`config.mk`:
```
export PLATFORM = sky130hd
export DESIGN_NAME = mtach_front
export DESIGN_NICKNAME = d
export VERILOG_FILES = /design/src/sv/assert_macros.svh /design/src/sv/mtach_pkg.sv /design/src/sv/mtach_front.sv
export SDC_FILE = /design/constraint.sdc
export NUM_CORES = 1
export LEC_CHECK = 0
export ABC_AREA = 1
export BUFFER_PORTS_ARGS = -buffer_cell sky130_fd_sc_hd__buf_2
export CAP_MARGIN = 0
export CORE_MARGIN = 4
export CORE_UTILIZATION = 37
export CTS_BUF_LIST = sky130_fd_sc_hd__clkbuf_16
export DETAILED_ROUTE_END_ITERATION = 16
export GPL_ROUTABILITY_DRIVEN = 0
export MAX_ROUTING_LAYER = met4
export PLACE_DENSITY_LB_ADDON = 0.08
export SLEW_MARGIN = 5
export SYNTH_ARGS = -nofsm -noshare
export SYNTH_HDL_FRONTEND = slang
export SYNTH_SLANG_ARGS = --single-unit
```
`constraint.sdc`:
```
create_clock -name clk -period 2.15 [get_ports clk]
set_clock_uncertainty 0.1 [all_clocks]
set_input_delay 0.43 -clock clk [delete_from_list [all_inputs] [get_ports clk]]
set_output_delay 0.43 -clock clk [all_outputs]
set_load 0.02 [all_outputs]
```
`src/sv/assert_macros.svh`:
```
// Assertion helpers used by the RTL
`ifndef ASSERT_MACROS_SVH
`define ASSERT_MACROS_SVH

`define ASSERT_IMPL(label, clk, rst_n, ante, cons, msg) \
    label: assert property (@(posedge clk) disable iff (!rst_n) (ante) |-> (cons)) \
        else $error(msg);

`define ASSERT_NEXT(label, clk, rst_n, ante, cons, msg) \
    label: assert property (@(posedge clk) disable iff (!rst_n) (ante) |=> (cons)) \
        else $error(msg);

`endif

```
`src/sv/mtach_pkg.sv`:
```
package mtach_pkg;

    localparam int CHANNELS = 3;
    localparam int CH_W = 2;
    localparam int QDEPTH = 2;

    typedef enum logic [1:0] {
        KIND_REF  = 2'd0,
        KIND_PULSE = 2'd1,
        KIND_CALC = 2'd2,
        KIND_NONE = 2'd3
    } kind_t;

    typedef enum logic [2:0] {
        REG_FREQ    = 3'd0,
        REG_SPOKES_A = 3'd1,
        REG_SPOKES_C = 3'd3,
        REG_MAX_A   = 3'd4,
        REG_MAX_C   = 3'd6
    } reg_idx_t;

    typedef struct packed {
        logic [1:0] kind;
        logic [1:0] channel;
    } req_t;

    typedef struct packed {
        logic [1:0]  rpm_channel;
        logic [15:0] rpm_value;
    } rsp_t;

endpackage

```
`src/sv/mtach_front.sv`:
```
// Request queue between the port and the execution engine.
module mtach_front
    import mtach_pkg::*;
(
    input  logic  clk,
    input  logic  rst_n,
    input  logic  in_valid,
    output logic  in_ready,
    input  req_t  in_req,
    output logic  q_valid,
    input  logic  q_pop,
    output req_t  q_req
);
    req_t       mem_reg [QDEPTH];
    logic       wp_reg, rp_reg;
    logic [1:0] cnt_reg;
    logic       push;

    assign in_ready = (cnt_reg != 2'(QDEPTH));
    assign push     = in_valid && in_ready;
    assign q_valid  = (cnt_reg != 2'd0);
    assign q_req    = mem_reg[rp_reg];

    always_ff @(posedge clk or negedge rst_n)
    begin
        if (!rst_n)
        begin
            wp_reg  <= 1'b0;
            rp_reg  <= 1'b0;
            cnt_reg <= 2'd0;
        end
        else
        begin
            if (push)
            begin
                wp_reg <= ~wp_reg;
            end
            if (q_pop)
            begin
                rp_reg <= ~rp_reg;
            end
            cnt_reg <= cnt_reg + 2'(push) - 2'(q_pop);
        end
    end

    always_ff @(posedge clk)
    begin
        if (push)
        begin
            mem_reg[wp_reg] <= in_req;
        end
    end
endmodule

```
* Word-level counts from Yosys, hierarchy flattened
Memory sizes are Yosys's and may differ from the RTL's.
Cells that the tools add are included.
** Storage, ports and cells
- Register bits :: 4
- RAM bits :: 8
- Input bits :: 8
- Output and inout bits :: 6
- Logic and storage cells :: 13
- Memories kept :: 1
** Cells by class
- Add/subtract/negate cells :: 2
- Eq/ne operators :: 1
- Muxes and demuxes :: 2
- Bitwise logic cells :: 2
- Reductions and logical operators :: 2
** Memories
- mem_reg :: words 2, bits a word 4, read ports 1, clocked after Yosys merged registers in 0, write ports 1, line mtach_front.sv:14 : req_t mem_reg [QDEPTH];
** Operators by type and width (number)
- $add A2 B1 Y2 :: 1
- $mux W1 :: 2
- $ne A2 B2 Y1 const B :: 1
- $not A1 Y1 :: 2
- $reduce_bool A2 Y1 :: 1
- $sub A2 B1 Y2 :: 1
- $logic_and A1 B1 Y1 :: 1

* Longest topological paths before layout
Gate-level depths: netlist of the first run.
- Word-level depth :: 4
- Mapped depth :: 12
- Depth with buffers taken out :: 12

* Worst setup path before layout of the first run
OpenSTA, ideal clock, no wires.
- Path kind :: register to register
- Start :: register cnt_reg[1]
- End :: register cnt_reg[1]
- Setup time :: 0.116 ns
- Arrival :: 1.178 ns
- Required time :: 1.934 ns
- Slack :: 0.755 ns
- Stages on the path, launching flop included :: 12
- Buffers on the path :: 0
- Clock period less this slack :: 1.395 ns
- Path through :: dfrtp_1 -> nand2_2 -> nand2_4 -> nand2_2 -> nand2_1 -> ha_1 -> inv_1 -> nand2_1 -> nand2_1 -> inv_1 -> nand2_1 -> nand2_1
** Between the ends
- Word-level cells in the longest chain between the ends :: 4
** RTL lines
- start, declared :: line mtach_front.sv:16 : logic [1:0] cnt_reg;
- start signal, assigned :: line mtach_front.sv:42 : cnt_reg <= cnt_reg + 2'(push) - 2'(q_pop);
- $ne A2 B2 Y1 :: line mtach_front.sv:19 : assign in_ready = (cnt_reg != 2'(QDEPTH));
- via in_ready :: line mtach_front.sv:8 : output logic in_ready,
- $logic_and A1 B1 Y1 :: line mtach_front.sv:20 : assign push = in_valid && in_ready;
- $add A2 B1 Y2 :: line mtach_front.sv:42
- $sub A2 B1 Y2 :: line mtach_front.sv:42
The timed path passes the listed nets, and every way through them passes these cells.
A chain may end at the register's enable or synchronous reset.

==> impl_metrics.env, run 1 <==
export IMPL_status="finished clean"
export IMPL_wl_met3_um=43
export IMPL_diodes=0
export IMPL_nets=67
export IMPL_start_util_pct=38.94
export IMPL_largest_reg_flops=8
export IMPL_placed_area_um2=590.6
export IMPL_powerDensity_nw_per_um2=1523
export IMPL_synth_edf_count=8
export IMPL_grt_pass1_vias=362
export IMPL_finalCritPeriodShare_pct=80.69
export IMPL_cp_num_buf_inv=1
export IMPL_worstPathMaxFanout=5
export IMPL_rows=13
export IMPL_netlist_area_um2=506.7
export IMPL_grt_max_degree=8
export IMPL_die_x_um=45.01
export IMPL_fin_cells=72
export IMPL_grt_usage_pct=11.47
export IMPL_multiInputGateArea_um2=147.6
export IMPL_cp_top_family="flip-flops"
export IMPL_finalSetupViolCount=0
export IMPL_drc=0
export IMPL_drt_pre_antenna_iters=4
export IMPL_die_y_um=45.01
export IMPL_irDropWorstVdd_v=0.0006453
export IMPL_end_kind="primary output"
export IMPL_final_hold_viol_count=0
export IMPL_ys_seq_area_share_pct=67.16
export IMPL_setup_tns_ns=0
export IMPL_rsz0062_at_grt="false"
export IMPL_ys_ff_latch=12
export IMPL_grt_ovfl_total=0
export IMPL_antenna_found_initial=0
export IMPL_min_period_ns=1.735
export IMPL_yosys_area_top_type_share_pct=47.41
export IMPL_seqCellArea_um2=340.3
export IMPL_drv_slew=0
export IMPL_synth_most_common_cell="edfxtp_1"
export IMPL_postCtsSetupBuffers=0
export IMPL_wl_per_cell_um=12.44
export IMPL_route_vias_total=326
export IMPL_max_freq_ghz=0.5764
export IMPL_synth_nets=48
export IMPL_switching_power_mw=0.3372
export IMPL_clockBufferDepth=2
export IMPL_seq_power_share_pct=36.1
export IMPL_wl_um=896
export IMPL_drv_cap=0
export IMPL_p_leak_nw=0.3128
export IMPL_start_kind="register"
export IMPL_slowest_delay_ns=0.45
export IMPL_routed_top_layer="met3"
export IMPL_crit_chain="mux2_2, buf_2"
export IMPL_hp_class="in -> reg"
export IMPL_drive_gt1_share_pct=42.11
export IMPL_slowest_stage="dfrtp_1"
export IMPL_drtIter0Drc=12
export IMPL_root_buffer="clkbuf_16"
export IMPL_fill_cells=132
export IMPL_synth_ff_type="edfxtp_1"
export IMPL_io_pins=14
export IMPL_final_area_um2=679.4
export IMPL_netlist_top_cells_count="8 x edfxtp_1, 7 x nand2_1, 5 x inv_1, 4 x dfrtp_1, 4 x mux2_2"
export IMPL_syn_to_final_growth_pct=34.07
export IMPL_grt_pass1_wl_um=1531
export IMPL_die_area_um2=2025
export IMPL_internal_power_mw=0.6973
export IMPL_coreArea_um2=1301
export IMPL_cp_required_ns=1.62
export IMPL_combPwrFrac_pct=31.3
export IMPL_yosysUniqueCellTypes=14
export IMPL_holdWs_ns=0.2829
export IMPL_cts_resized=0
export IMPL_clock_latency_ns=0.24
export IMPL_placed_cells=67
export IMPL_maxSlewHeadroom_pct=72.57
export IMPL_wl_met1_um=361
export IMPL_cts_tree="built"
export IMPL_synth_top_cells_by_area="edfxtp_1 47%, dfrtp_1 20%, mux2_2 8.9%"
export IMPL_arrival_ns=1.20
export IMPL_swShare_pct=32.60
export IMPL_cts_hold_buffers=1
export IMPL_async_flop_share_pct=33.33
export IMPL_finalPower_mw=1.034
export IMPL_viasPerCell=4.528
export IMPL_clkSinkCount=12
export IMPL_synth_warnings=0
export IMPL_synth_area_per_cell_um2=12.99
export IMPL_io_buffer_count=13
export IMPL_ant_nets=0
export IMPL_netlist_instances=39
export IMPL_dp_hpwl_um=704.3
export IMPL_clk_pin_slew_ns=0.04
export IMPL_pwr_share_clk_pct=32.6
export IMPL_synth_area_leader_cell="edfxtp_1"
export IMPL_worst_pin_slew_ns=0.4099
export IMPL_cts_made_buffers=3
export IMPL_htree_levels=1
export IMPL_routed_wl_met2_um=491
export IMPL_crit_type="reg -> out"
## per-stage QoR
step           util, %  setup slack (ns)
2_1_floorplan        -            0.7553
3_3_place_gp     45.38            0.6796
3_5_place_dp     45.38            0.6521
4_1_cts          52.21            0.3937
5_1_grt          52.21            0.3611
6_report         52.21            0.4152
## layout make-up
class                   count  area share (%)
multi-input cells          22           21.73
well taps                  15           2.762
flip-flops and latches     12           50.09
clock buffers               3           11.05
inverters                   5           2.762
repair buffers             14           11.05
clock inverters             1          0.5525
## final timing paths
| path | start | endpoint | slack (ns) | depth (start not counted) |
|---|---|---|---|---|
| worst max-delay path | rp_reg | q_req[2] | 0.42 | 2 |
| worst min-delay path | in_req[0] | mem_reg[1][0] | 0.28 | 1 |
| worst max register to register | cnt_reg[1] | cnt_reg[1] | 0.74 | 11 |
| worst min register to register | cnt_reg[0] | cnt_reg[0] | 0.42 | 1 |
| max in group asynchronous | rst_n | rp_reg | 1.38 | 2 |
| min in group asynchronous | rst_n | cnt_reg[1] | 0.44 | 2 |
## cells by family (layout without fill, tap and decap cells)
group                      Yosys count  after routing  share of synthesized area, %
and+or+nand+nor                     15             15                         15.06
DFF                                 12             12                         67.16
buffers and inverters                5             23                         3.704
muxes                                4              4                         8.888
adders and majority gates            1              1                         2.469
AOI/OAI and AO/OA                    1              1                        0.9867
xor gates and xnor gates             1              1                         1.729
## power groups by stage
stage,sequential [mW],combinational (mW),clock (mW)
finish,0.374,0.323,0.337
global route,0.385,0.360,0.363
CTS,0.377,0.329,0.347
detailed placement,0.381,0.329,0
global placement,0.374,0.316,0
floorplan,0.365,0.238,0
## cell usage in the layout, fill, tap and decap left out, drive strengths merged
cell         Yosys  routed
a21oi            1       1
buf              0      13
clkbuf           0       3
dfrtp            4       4
dlygate4sd3      0       1
edfxtp           8       8
ha               1       1
inv              5       6
mux2             4       4
nand2           10      10
nand3            1       1
nand3b           1       1
nor2             3       3
xor2             1       1
## metal layers
metal	track usage [%]	vias up
met5	-	-
met4	5.263	0
met3	4.781	0
met2	19.49	8
met1	11.22	151
li1	-	167
(Power assumes the default switching activity.)
==> run 2, diff against run 1 <==
clock period = 1.41 ns   (was 2.15 ns; I/O delays follow)
==> run 2 against run 1 <==
  * The run now ends with setup timing left
  * Sequential share of layout area fell by 7.9 points
  * Routed wire length rose by 16%
  * Worst setup slack got worse by 0.53 ns
  * Design area rose by 20%
  * Sequential cell count did not move
  * Combinational power rose by 150%
  * Register-to-register slack got worse by 0.75 ns
  * Utilization rose by 10 points
==> impl_metrics.env, run 2 (same netlist as run 1, synthesis figures left out) <==
export IMPL_io_pins=14
export IMPL_rows=13
export IMPL_seqCellArea_um2=342.8
export IMPL_grt_pass1_wl_um=1600
export IMPL_cp_required_ns=1.03
export IMPL_place_ws_ns=-0.06933
export IMPL_hp_class="in -> reg"
export IMPL_violations="setup timing"
export IMPL_worst_pin_slew_ns=0.1571
export IMPL_maxSlewHeadroom_pct=89.50
export IMPL_final_hold_viol_count=0
export IMPL_die_area_um2=2025
export IMPL_htree_levels=1
export IMPL_cp_num_buf_inv=1
export IMPL_finalSetupViolCount=6
export IMPL_cp_top_family="flip-flops"
export IMPL_drv_cap=0
export IMPL_slowest_stage="dfrtp_2"
export IMPL_route_vias_total=367
export IMPL_cts_tree="built"
export IMPL_drive_gt1_share_pct=59.38
export IMPL_arrival_ns=1.14
export IMPL_multiInputGateArea_um2=200.2
export IMPL_grt_pass1_vias=366
export IMPL_drt_pre_antenna_iters=4
export IMPL_layout_common_cells="9 x buf_2, 8 x edfxtp_1, 7 x buf_4"
export IMPL_clockBufferDepth=2
export IMPL_cts_made_buffers=3
export IMPL_drv_slew=0
export IMPL_placed_area_um2=605.6
export IMPL_layout_setup_ws_ns=-0.1152
export IMPL_grt_ovfl_total=0
export IMPL_min_period_ns=1.525
export IMPL_largest_reg_flops=8
export IMPL_drtIter0Drc=9
export IMPL_antenna_found_initial=0
export IMPL_diodes=0
export IMPL_clk_pin_slew_ns=0.04
export IMPL_p_leak_nw=0.3752
export IMPL_worstPathMaxFanout=5
export IMPL_wl_um=1041
export IMPL_crit_type="reg -> out"
export IMPL_syn_to_final_growth_pct=60.25
export IMPL_slowest_delay_ns=0.45
export IMPL_grt_usage_pct=11.89
export IMPL_end_kind="primary output"
export IMPL_irDropWorstVdd_v=0.001384
export IMPL_dp_hpwl_um=744.9
export IMPL_root_buffer="clkbuf_16"
export IMPL_final_area_um2=812.0
export IMPL_finalPower_mw=1.916
export IMPL_grt_max_degree=8
export IMPL_ant_nets=0
export IMPL_die_y_um=45.01
export IMPL_clkSinkCount=12
export IMPL_max_freq_ghz=0.6556
export IMPL_start_util_pct=38.94
export IMPL_clock_latency_ns=0.24
export IMPL_die_x_um=45.01
export IMPL_setup_tns_ns=-0.4750
export IMPL_coreArea_um2=1301
export IMPL_viasPerCell=4.646
export IMPL_io_buffer_count=13
export IMPL_final_common_cell="buf_2"
export IMPL_wl_per_cell_um=13.18
export IMPL_drc=0
export IMPL_rsz0062_at_grt="true"
export IMPL_start_kind="register"
export IMPL_crit_chain="mux2_4, buf_6"
export IMPL_status="complete, but fails checks"
export IMPL_powerDensity_nw_per_um2=2359
export IMPL_nets=74
export IMPL_fill_cells=108
export IMPL_rrSetupSlack_ns=-0.01
export IMPL_finalCritPeriodShare_pct=108.2
run 2: changes by cell type in the layout (fill, tap and decap cells not counted), sizes merged:
cell    previous run  this run
inv                6         5
clkinv             0         1
buf               13        20
run 2: path summary, 6_finish.rpt:
path / startpoint / endpoint / cells past startpoint
setup / recovery: rp_reg / q_req[3] / 2
hold / removal: in_req[1] / mem_reg[1][1] / 1
setup reg to reg: cnt_reg[0] / cnt_reg[1] / 11
hold reg to reg: wp_reg / wp_reg / 2
max in group asynchronous: rst_n / rp_reg / 2
min in group asynchronous: rst_n / wp_reg / 2
run 2: cell type report:
class                           instances  share of cell area (%)
Inverter                                5                   2.311
Timing Repair Buffer                   21                   18.80
Multi-Input combinational cell         22                   24.65
Tap cell                               15                   2.311
Clock buffer                            3                   9.245
Sequential cell                        12                   42.22
Clock inverter                          1                  0.4622
run 2: routing by layer:
layer | share of wire (%) | up-vias | track usage (%)
li1 | - | 182 | -
met1 | 41 | 175 | 11.96
met2 | 54 | 8 | 21.75
met3 | 2.7 | 2 | 1.195
met4 | 1.5 | 0 | 7.018
met5 | 0 | - | -
run 2: worst reg2reg max path: stages, from the launching register on:
cell,delay [ns]
dfrtp_1,0.40
inv_2,0.09
nand2_4,0.07
nand3b_1,0.10
nand2_2,0.07
ha_4,0.16
inv_2,0.04
nand2_1,0.04
nand2_1,0.09
inv_1,0.05
nand2_1,0.06
nand2_1,0.05
run 2: timing repair:
action,in CTS,in global routing
hold buffers,1,0
hold endpoints to repair,4,0
cloned,0,0
pin swaps,3,5
endpoints found under the setup margin,5,10
setup buffers,4,1
resized for setup,16,8
run 2: per-stage QoR:
| step | hold WS (ns) | utilization (%) | instances |
|---|---|---|---|
| after floorplan | -0.1136 | - | 39 |
| after global placement | -0.008081 | 46.54 | 69 |
| after detailed placement | -0.003929 | 46.54 | 69 |
| after CTS | 0.1300 | 59.42 | 78 |
| after global routing | 0.1386 | 62.40 | 79 |
| final | 0.1309 | 62.40 | 79 |
run 2: where the power goes:
group          internal [mW]  total (mW)  switching [mW]
combinational          0.409       0.798           0.389
clock                  0.373       0.513           0.141
sequential             0.506       0.605          0.0987
